File: src/rtl/core/ufd_pkg.sv
// Shared types and constants for the UART frame deframer.
// Depends on nothing; every other file of the block but ufd_stream_if uses it by scoped names.
package ufd_pkg;

	// Default frame buffer depth; frame positions wrap at this value.
	localparam int BUFFER_DEPTH = 256;
	// Entries in the queue between the front and the back.
	localparam int QUEUE_DEPTH = 2;

	localparam logic [7:0] BYTE_HEADER = 8'hFF;
	localparam logic [7:0] BYTE_STUFF  = 8'h55;
	// Position of the length byte plus one: the length is captured here.
	localparam logic [7:0] LEN_CAPTURE_POS = 8'h04;
	// First position at which stuffing is recognized.
	localparam logic [7:0] STUFF_MIN_POS = 8'h04;
	// Header and length bytes ahead of the payload.
	localparam logic [8:0] FRAME_OVERHEAD = 9'd4;

	typedef enum logic {
		FUNC_BYTE    = 1'b0,
		FUNC_RELEASE = 1'b1
	} func_t;

	typedef struct packed {
		logic [0:0] func;
		logic [7:0] rx_byte;
	} in_item_t;

	typedef struct packed {
		logic [7:0] data_byte;
		logic [7:0] position;
		logic [0:0] kept;
		logic [0:0] restart;
		logic [0:0] frame_done;
		logic [7:0] payload_len;
		logic [0:0] held_drop;
	} out_item_t;

	// One classified beat as held in the queue.
	typedef struct packed {
		logic       release_cmd;
		logic [7:0] rx_byte;
		logic       is_header;
		logic       is_stuff;
	} entry_t;

	// Queue head as seen by the back.
	typedef struct packed {
		logic   valid;
		entry_t entry;
	} head_t;

endpackage

File: src/rtl/core/ufd_stream_if.sv
// Valid/ready stream channel with a typed payload.
// Depends on nothing; payload type is set where the channel is instantiated.
interface ufd_stream_if #(
	parameter type payload_t = logic
) ();
	logic     valid;
	logic     ready;
	payload_t payload;

	modport source (output valid, output payload, input ready);
	modport sink (input valid, input payload, output ready);
endinterface

File: src/rtl/core/uart_frame_deframer.sv
// UART frame deframer, top level.
// Depends on ufd_pkg, ufd_stream_if, ufd_front and ufd_back.
//
// Usage:
//   byte_chan   sink of in_item_t beats: func selects a received byte or a
//               release of a completed frame; rx_byte is the serial byte.
//   result_chan source of out_item_t beats, exactly one per input beat, in
//               order: the byte echoed, its frame position, kept/restart/
//               frame_done/held_drop flags and the captured length.
// Path: a beat accepted on byte_chan is written into the front queue, then
//   popped by the back into the result register that drives result_chan.
// Throughput: one beat per cycle sustained while result_chan.ready is high;
//   the back's frame-state update is a combinational compare and increment,
//   so it retires one queued beat every cycle the result register can take it.
// Stall: when result_chan.ready is low the result register holds its beat;
//   the back stops popping, and the two-entry front queue keeps taking beats
//   until it fills, then drops byte_chan.ready.
// Reset: arst_n clears the queue, the result valid and all frame state
//   (position, header count, length, last kept byte, held flag) at once;
//   the block takes beats as soon as reset is released.
module uart_frame_deframer #(
	parameter int BUFFER_DEPTH = ufd_pkg::BUFFER_DEPTH
) (
	input logic          clk,
	input logic          arst_n,
	ufd_stream_if.sink   byte_chan,
	ufd_stream_if.source result_chan
);
	ufd_pkg::head_t     head;
	logic               pop;
	ufd_pkg::in_item_t  in_item;
	ufd_pkg::out_item_t out_item;

	// Unpack the channel payload into the typed beat.
	assign in_item.func    = byte_chan.payload.func;
	assign in_item.rx_byte = byte_chan.payload.rx_byte;

	// Front: classify and queue incoming beats.
	ufd_front u_front (
		.clk      (clk),
		.arst_n   (arst_n),
		.in_valid (byte_chan.valid),
		.in_ready (byte_chan.ready),
		.in_item  (in_item),
		.head     (head),
		.pop      (pop)
	);

	// Back: advance frame state and register one result per beat.
	ufd_back #(
		.BUFFER_DEPTH (BUFFER_DEPTH)
	) u_back (
		.clk       (clk),
		.arst_n    (arst_n),
		.head      (head),
		.pop       (pop),
		.out_valid (result_chan.valid),
		.out_ready (result_chan.ready),
		.out_item  (out_item)
	);

	assign result_chan.payload = out_item;
endmodule

File: src/rtl/core/ufd_front.sv
// Front of the deframer: accepts beats, classifies them, queues them.
// Depends on ufd_pkg.
module ufd_front (
	input  logic               clk,
	input  logic               arst_n,
	input  logic               in_valid,
	output logic               in_ready,
	input  ufd_pkg::in_item_t  in_item,
	output ufd_pkg::head_t     head,
	input  logic               pop
);
	localparam int PTR_W = (ufd_pkg::QUEUE_DEPTH > 1) ? $clog2(ufd_pkg::QUEUE_DEPTH) : 1;
	localparam int CNT_W = $clog2(ufd_pkg::QUEUE_DEPTH + 1);
	localparam logic [PTR_W-1:0] LAST_PTR = PTR_W'(ufd_pkg::QUEUE_DEPTH - 1);
	localparam logic [CNT_W-1:0] FULL_CNT = CNT_W'(ufd_pkg::QUEUE_DEPTH);

	ufd_pkg::entry_t   mem_q [ufd_pkg::QUEUE_DEPTH];
	logic [PTR_W-1:0]  wr_ptr_q, rd_ptr_q;
	logic [CNT_W-1:0]  count_q;
	ufd_pkg::entry_t   entry_new;
	logic              push, do_pop;

	always_comb begin
		entry_new.release_cmd = (in_item.func == ufd_pkg::FUNC_RELEASE);
		entry_new.rx_byte     = in_item.rx_byte;
		entry_new.is_header   = (in_item.rx_byte == ufd_pkg::BYTE_HEADER);
		entry_new.is_stuff    = (in_item.rx_byte == ufd_pkg::BYTE_STUFF);
	end

	assign in_ready   = (count_q != FULL_CNT);
	assign push       = in_valid && in_ready;
	assign do_pop     = pop && (count_q != '0);
	assign head.valid = (count_q != '0);
	assign head.entry = mem_q[rd_ptr_q];

	always_ff @(posedge clk) begin
		if (push) begin
			mem_q[wr_ptr_q] <= entry_new;
		end
	end

	always_ff @(posedge clk or negedge arst_n) begin
		if (!arst_n) begin
			wr_ptr_q <= '0;
			rd_ptr_q <= '0;
			count_q  <= '0;
		end else begin
			if (push) begin
				wr_ptr_q <= (wr_ptr_q == LAST_PTR) ? '0 : wr_ptr_q + 1'b1;
			end
			if (do_pop) begin
				rd_ptr_q <= (rd_ptr_q == LAST_PTR) ? '0 : rd_ptr_q + 1'b1;
			end
			case ({push, do_pop})
				2'b10:   count_q <= count_q + 1'b1;
				2'b01:   count_q <= count_q - 1'b1;
				default: count_q <= count_q;
			endcase
		end
	end
endmodule

File: src/rtl/core/ufd_back.sv
// Back of the deframer: frame state update and registered result beat.
// Depends on ufd_pkg.
module ufd_back #(
	parameter int BUFFER_DEPTH = ufd_pkg::BUFFER_DEPTH
) (
	input  logic               clk,
	input  logic               arst_n,
	input  ufd_pkg::head_t     head,
	output logic               pop,
	output logic               out_valid,
	input  logic               out_ready,
	output ufd_pkg::out_item_t out_item
);
	localparam logic [8:0] POS_LIMIT = 9'(BUFFER_DEPTH);

	logic [7:0] write_pos_q, frame_len_q, last_kept_q;
	logic [1:0] header_run_q;
	logic       frame_held_q;
	logic       out_valid_q;
	ufd_pkg::out_item_t result_q;

	logic [7:0] wp_n, fl_n, lk_n, pos, pos_out;
	logic [1:0] hr_n, hr_inc;
	logic       held_n, kept, restart, done, held_drop, stuff;
	logic [8:0] pos_inc;
	logic       fire;

	assign fire      = head.valid && (!out_valid_q || out_ready);
	assign pop       = fire;
	assign out_valid = out_valid_q;
	assign out_item  = result_q;

	always_comb begin
		wp_n      = write_pos_q;
		fl_n      = frame_len_q;
		lk_n      = last_kept_q;
		hr_n      = header_run_q;
		held_n    = frame_held_q;
		kept      = 1'b0;
		restart   = 1'b0;
		done      = 1'b0;
		held_drop = 1'b0;
		stuff     = 1'b0;
		pos       = write_pos_q;
		pos_out   = write_pos_q;
		hr_inc    = header_run_q + 2'd1;
		pos_inc   = '0;
		if (head.entry.release_cmd) begin
			held_n  = 1'b0;
			wp_n    = '0;
			pos_out = '0;
		end else if (frame_held_q) begin
			held_drop = 1'b1;
		end else begin
			hr_n = head.entry.is_header ? hr_inc : 2'd0;
			if (hr_n == 2'd2) begin
				// Double header: restart with position 1 holding the second 0xFF.
				hr_n    = 2'd0;
				restart = 1'b1;
				pos     = 8'd1;
			end
			pos_out = pos;
			stuff   = !restart && (pos >= ufd_pkg::STUFF_MIN_POS) && head.entry.is_stuff
				&& (last_kept_q == ufd_pkg::BYTE_HEADER);
			if (!stuff) begin
				kept    = 1'b1;
				lk_n    = restart ? ufd_pkg::BYTE_HEADER : head.entry.rx_byte;
				pos_inc = {1'b0, pos} + 9'd1;
				pos     = (pos_inc >= POS_LIMIT) ? 8'd0 : pos_inc[7:0];
			end
			wp_n = pos;
			if (wp_n == ufd_pkg::LEN_CAPTURE_POS) begin
				fl_n = lk_n;
			end
			if ({1'b0, wp_n} == ({1'b0, fl_n} + ufd_pkg::FRAME_OVERHEAD)) begin
				held_n = 1'b1;
				done   = 1'b1;
			end
		end
	end

	always_ff @(posedge clk or negedge arst_n) begin
		if (!arst_n) begin
			write_pos_q  <= '0;
			frame_len_q  <= '0;
			last_kept_q  <= '0;
			header_run_q <= '0;
			frame_held_q <= 1'b0;
			out_valid_q  <= 1'b0;
		end else begin
			if (fire) begin
				write_pos_q  <= wp_n;
				frame_len_q  <= fl_n;
				last_kept_q  <= lk_n;
				header_run_q <= hr_n;
				frame_held_q <= held_n;
				out_valid_q  <= 1'b1;
			end else if (out_ready) begin
				out_valid_q  <= 1'b0;
			end
		end
	end

	always_ff @(posedge clk) begin
		if (fire) begin
			result_q.data_byte   <= head.entry.rx_byte;
			result_q.position    <= pos_out;
			result_q.kept        <= kept;
			result_q.restart     <= restart;
			result_q.frame_done  <= done;
			result_q.payload_len <= fl_n;
			result_q.held_drop   <= held_drop;
		end
	end
endmodule

File: src/flat_wrapper.sv
// flat-port wrapper written by rule: the top's interface ports become plain ports
module uart_frame_deframer_flat 
#(
	parameter int BUFFER_DEPTH = ufd_pkg::BUFFER_DEPTH
)
  (clk, arst_n, byte_chan_valid, byte_chan_payload, byte_chan_ready, result_chan_valid, result_chan_payload, result_chan_ready);
  ufd_stream_if #(.payload_t(ufd_pkg::in_item_t)) byte_chan_i ();
  ufd_stream_if #(.payload_t(ufd_pkg::out_item_t)) result_chan_i ();
  input logic clk;
  input logic arst_n;
  input wire logic [$bits(byte_chan_i.valid)-1:0] byte_chan_valid;
  input wire logic [$bits(byte_chan_i.payload)-1:0] byte_chan_payload;
  output wire logic [$bits(byte_chan_i.ready)-1:0] byte_chan_ready;
  output wire logic [$bits(result_chan_i.valid)-1:0] result_chan_valid;
  output wire logic [$bits(result_chan_i.payload)-1:0] result_chan_payload;
  input wire logic [$bits(result_chan_i.ready)-1:0] result_chan_ready;
  assign byte_chan_i.valid = byte_chan_valid;
  assign byte_chan_i.payload = byte_chan_payload;
  assign byte_chan_ready = byte_chan_i.ready;
  assign result_chan_valid = result_chan_i.valid;
  assign result_chan_payload = result_chan_i.payload;
  assign result_chan_i.ready = result_chan_ready;
  uart_frame_deframer #(.BUFFER_DEPTH(BUFFER_DEPTH)) u_core (.clk(clk), .arst_n(arst_n), .byte_chan(byte_chan_i), .result_chan(result_chan_i));
endmodule
File: config.mk
export PLATFORM = sky130hd
export DESIGN_NAME = uart_frame_deframer_flat
export DESIGN_NICKNAME = d
export VERILOG_FILES = /design/src/rtl/core/ufd_pkg.sv /design/src/rtl/core/ufd_stream_if.sv /design/src/rtl/core/uart_frame_deframer.sv /design/src/rtl/core/ufd_front.sv /design/src/rtl/core/ufd_back.sv /design/src/flat_wrapper.sv
export SDC_FILE = /design/constraint.sdc
export NUM_CORES = 1
export LEC_CHECK = 0
export BUFFER_PORTS_ARGS = -buffer_cell sky130_fd_sc_hd__buf_2
export CORE_AREA = 3 3 87 89
export CTS_BUF_LIST = sky130_fd_sc_hd__clkbuf_8
export DETAILED_ROUTE_END_ITERATION = 7
export DIE_AREA = 0 0 90 92
export GPL_ROUTABILITY_DRIVEN = 0
export PLACE_DENSITY = 0.79
export SLEW_MARGIN = 15
export SYNTH_ARGS = -nofsm -noshare
export SYNTH_HDL_FRONTEND = slang
export SYNTH_HIERARCHICAL = 1
export SYNTH_SLANG_ARGS = --single-unit
File: constraint.sdc
create_clock -name clk -period 15.45 [get_ports clk]
set_clock_uncertainty 0.15 [all_clocks]
set_input_delay 2.3175 -clock clk [delete_from_list [all_inputs] [get_ports clk]]
set_output_delay 2.3175 -clock clk [all_outputs]
set_load 0.01 [all_outputs]
==> run metrics <==
Primary FF master, synth edfxtp_1; Pleak 1.84 nW; status finished, final reports clean; routed wire length just over 9 mm; n_diodes 0; hold path start u_core/u_back/last_kept_q[0]; Remaining Overflow, GRT 0; Mapped Area approximately 4000 sq um; I/O pin cnt between 40 and 50; design area about 4500 sq um; RSZ-0062 raised after global routing false; die height between 90 and 100 um; final slew viol count 0; Initial Util approximately three fifths; synthesized instance count roughly 380; mux cell area share after synthesis under 10%; Sinks on Clock Net 82; pwr dens about 190 nW/um^2; final setup violation count 0; DR iter-0 viols between 200 and 250; Synth Area in Adders under 10%; Post-DP Area about 4300 sq um; Layout area overhead 11.2%; Startpoint Class register; nets@finish 427; Worst-Margin Slew ~0.96 ns; Rel. slew slack between 30% and 40%; sequential share of the synthesized area 56.4%; layout cells sized above 1 19.5%; htree depth 3; Final Hold Vio Count 0; worst-case clock buffer depth 2; xor and xnor area share after synthesis approximately 3.2%; synth warn 6; largest net degree at the start of global routing 33; main combinational cell family by area after synthesis simple AND/OR/NAND/NOR gates; Pre-Repair DR Iteration Count 5; Syn Nets 393; Core ar. 6830 sq um; crit-path cells mux2_2 > nand3b_1 > nand2_1 > inv_1 > ha_1 > nand3_1 > or3_1 > o2bb2ai_1 > a221oi_2 > nand4_2 > a21oi_1 > inv_1 > ha_1 > xnor2_1 > a211oi_1 > a21oi_1 > o41ai_2 > nand4_1 > a21oi_1 > and2_1; initial antenna violation count 0; Core Util, Final 66.5%; # DRC 0; most frequent cells in the layout 50 x edfxtp_1, 42 x buf_2, 42 x nand2_1; Tcrit/Tclk final ~40%; die width 90 um; r2r startpoint u_core/u_front/rd_ptr_q; most area-consuming cells after synthesis edfxtp_1 37%, dfrtp_1 20%, nand2_1 3.9%, o21ai_0 3.6%, mux2_2 3.3%; cts repair resizes 0; max incr delay on CP ~0.66 ns; crit-path most repeated cell a21oi_1; setup ws final 9.27 ns; WL per Instance ~18 um; clock slew at reported path FFs approximately 0.090 ns; CTS tree done; Reg2Reg Depth 20; antenna viol nets, final 0; syn avg cell area around 11 sq um; Crit Reg-Reg Endpoint u_core/u_back/out_item[9]; CP Capture Type register; clk_lat worst skew ~0.36 ns; dpl ws 9.54 ns; number of synthesized flops with an enable pin 50; most common cell after layout, fill and taps aside edfxtp_1; Yosys top cell by area edfxtp_1; Hold EP u_core/u_back/last_kept_q[0]; Fin Setup TNS 0 ns; CP Data Arrival Time 6.26 ns; crit path from u_core/u_front/rd_ptr_q; global-route wire length before repair 14.9 mm; Met3 Routed Length ~640 um; post-CTS setup buffers 0; worst vdd ir around 0.12 mV; top sig layer met4; total CTS buffers 9; Yosys top cell area share 36.8%; simple-gate share of the synthesized area about 18%; vias in the first global route between 2k and 3k; Max FO, Critical Path 21; full die area between 8000 and 9000 sq um; post-synth cell types between 50 and 60; PortBufs 42; DR vias/cell approximately 6; R2R setup slack roughly 9.3 ns; maxcap violations 0; Post-CTS Hold Buffers 0; WP data required 15.54 ns; wire length on met1 roughly 3.8 mm; cell row count 30; Hold Crit Class register to register; DR WL met2 between 4 and 5 mm; DP Wirelength around 6.2 mm; clk root buf clkbuf_8; Yosys reg bits roughly 80; GRT Total Usage between 20% and 30%; Highest Clock Rate ~0.16 GHz; fraction of registers with async set/reset a little under 40%; slowest cell on the critical path dfrtp_1; via count roughly 3.1k; min cycle time layout 6.18 ns; Worst Hold Depth 2; Final Power 0.881 mW; CP Class register to register; Compound-Gate Fraction of Synth Area 13.4%
[report_power, final]
part | switching (mW) | internal, mW | leakage (nW)
Clock | 0.0839 | 0.0774 | 0.102
Combinational | 0.210 | 0.128 | 0.846
Sequential | 0.0541 | 0.328 | 0.896
Total | 0.348 | 0.533 | 1.84
[registers in the layout, indices dropped and copies added (netlist names)]
signal,flops
u_core/u_back/out_item,28
u_core/u_front/mem_q,22
u_core/u_back/frame_len_q,8
u_core/u_back/last_kept_q,8
u_core/u_back/write_pos_q,8
u_core/u_back/header_run_q,2
u_core/u_front/count_q,2
u_core/u_back/frame_held_q,1
u_core/u_back/out_valid,1
u_core/u_front/rd_ptr_q,1
u_core/u_front/wr_ptr_q,1
[worst max path at each step]
| stage | end | slack [ns] | cells past startpoint |
|---|---|---|---|
| floorplan | u_core/u_back/out_item[9] | 10.29 | 25 |
| global placement | u_core/u_back/out_item[9] | 9.78 | 20 |
| detailed placement | u_core/u_back/out_item[9] | 9.54 | 20 |
| CTS | u_core/u_back/out_item[9] | 9.44 | 20 |
| global route | u_core/u_back/out_item[9] | 8.94 | 20 |
| finish | u_core/u_back/out_item[9] | 9.27 | 20 |
[synthesized netlist by cell type (all sizes together) (4+ instances only)]
| library cell | n |
|---|---|
| mux2 | 12 |
| dfrtp | 32 |
| and3 | 6 |
| nor3 | 6 |
| clkbuf | 13 |
| edfxtp | 50 |
| nand2b | 7 |
| nand2 | 42 |
| inv | 9 |
| xnor2 | 10 |
| nor2 | 34 |
| o21ai | 30 |
| nand4 | 11 |
| and2 | 11 |
| xor2 | 5 |
| buf | 7 |
| mux2i | 5 |
| a22o | 5 |
| a21oi | 16 |
| nand3 | 11 |
| or3 | 5 |
| ha | 4 |
| a211oi | 4 |
[per-stage QoR]
stage	hold slack [ns]	cells
6_report	0.340	511
5_1_grt	0.364	511
4_1_cts	0.343	511
3_5_place_dp	0.323	495
3_3_place_gp	0.312	495
2_1_floorplan	0.300	376
[critical path, delay by kind of cell, from the launching register on]
family                     cells  cell delay, ns
DFF                            1            0.66
adders and majority gates      2            0.50
buffers and inverters          2            0.18
AOI/OAI and AO/OA              7            1.82
muxes                          1            0.42
and+or+nand+nor                7            2.10
xor gates and xnor gates       1            0.22
[layout make-up]
cell class | count | area, sq um
multi-input cells | 265 | 1660
flip-flops and latches | 82 | 2300
inverters | 9 | 33.8
well taps | 96 | 120
fillers | 556 | 2290
clock inverters | 7 | 83.8
repair buffers | 43 | 218
clock buffers | 9 | 124
[layer usage]
layer,up-vias,track usage (%)
li1,1451,-
met1,1493,29.9
met2,158,36.1
met3,26,4.10
met4,0,13.4
met5,-,0
[logic make-up (layout without fill, tap and decap cells)]
family,count (synthesis),in the layout
DFF,82,82
xor gates and xnor gates,15,15
muxes,17,17
AOI/OAI and AO/OA,83,83
adders and majority gates,4,4
and+or+nand+nor,146,146
buffers and inverters,29,68
Note: power is estimated with default switching activity, not from simulation.
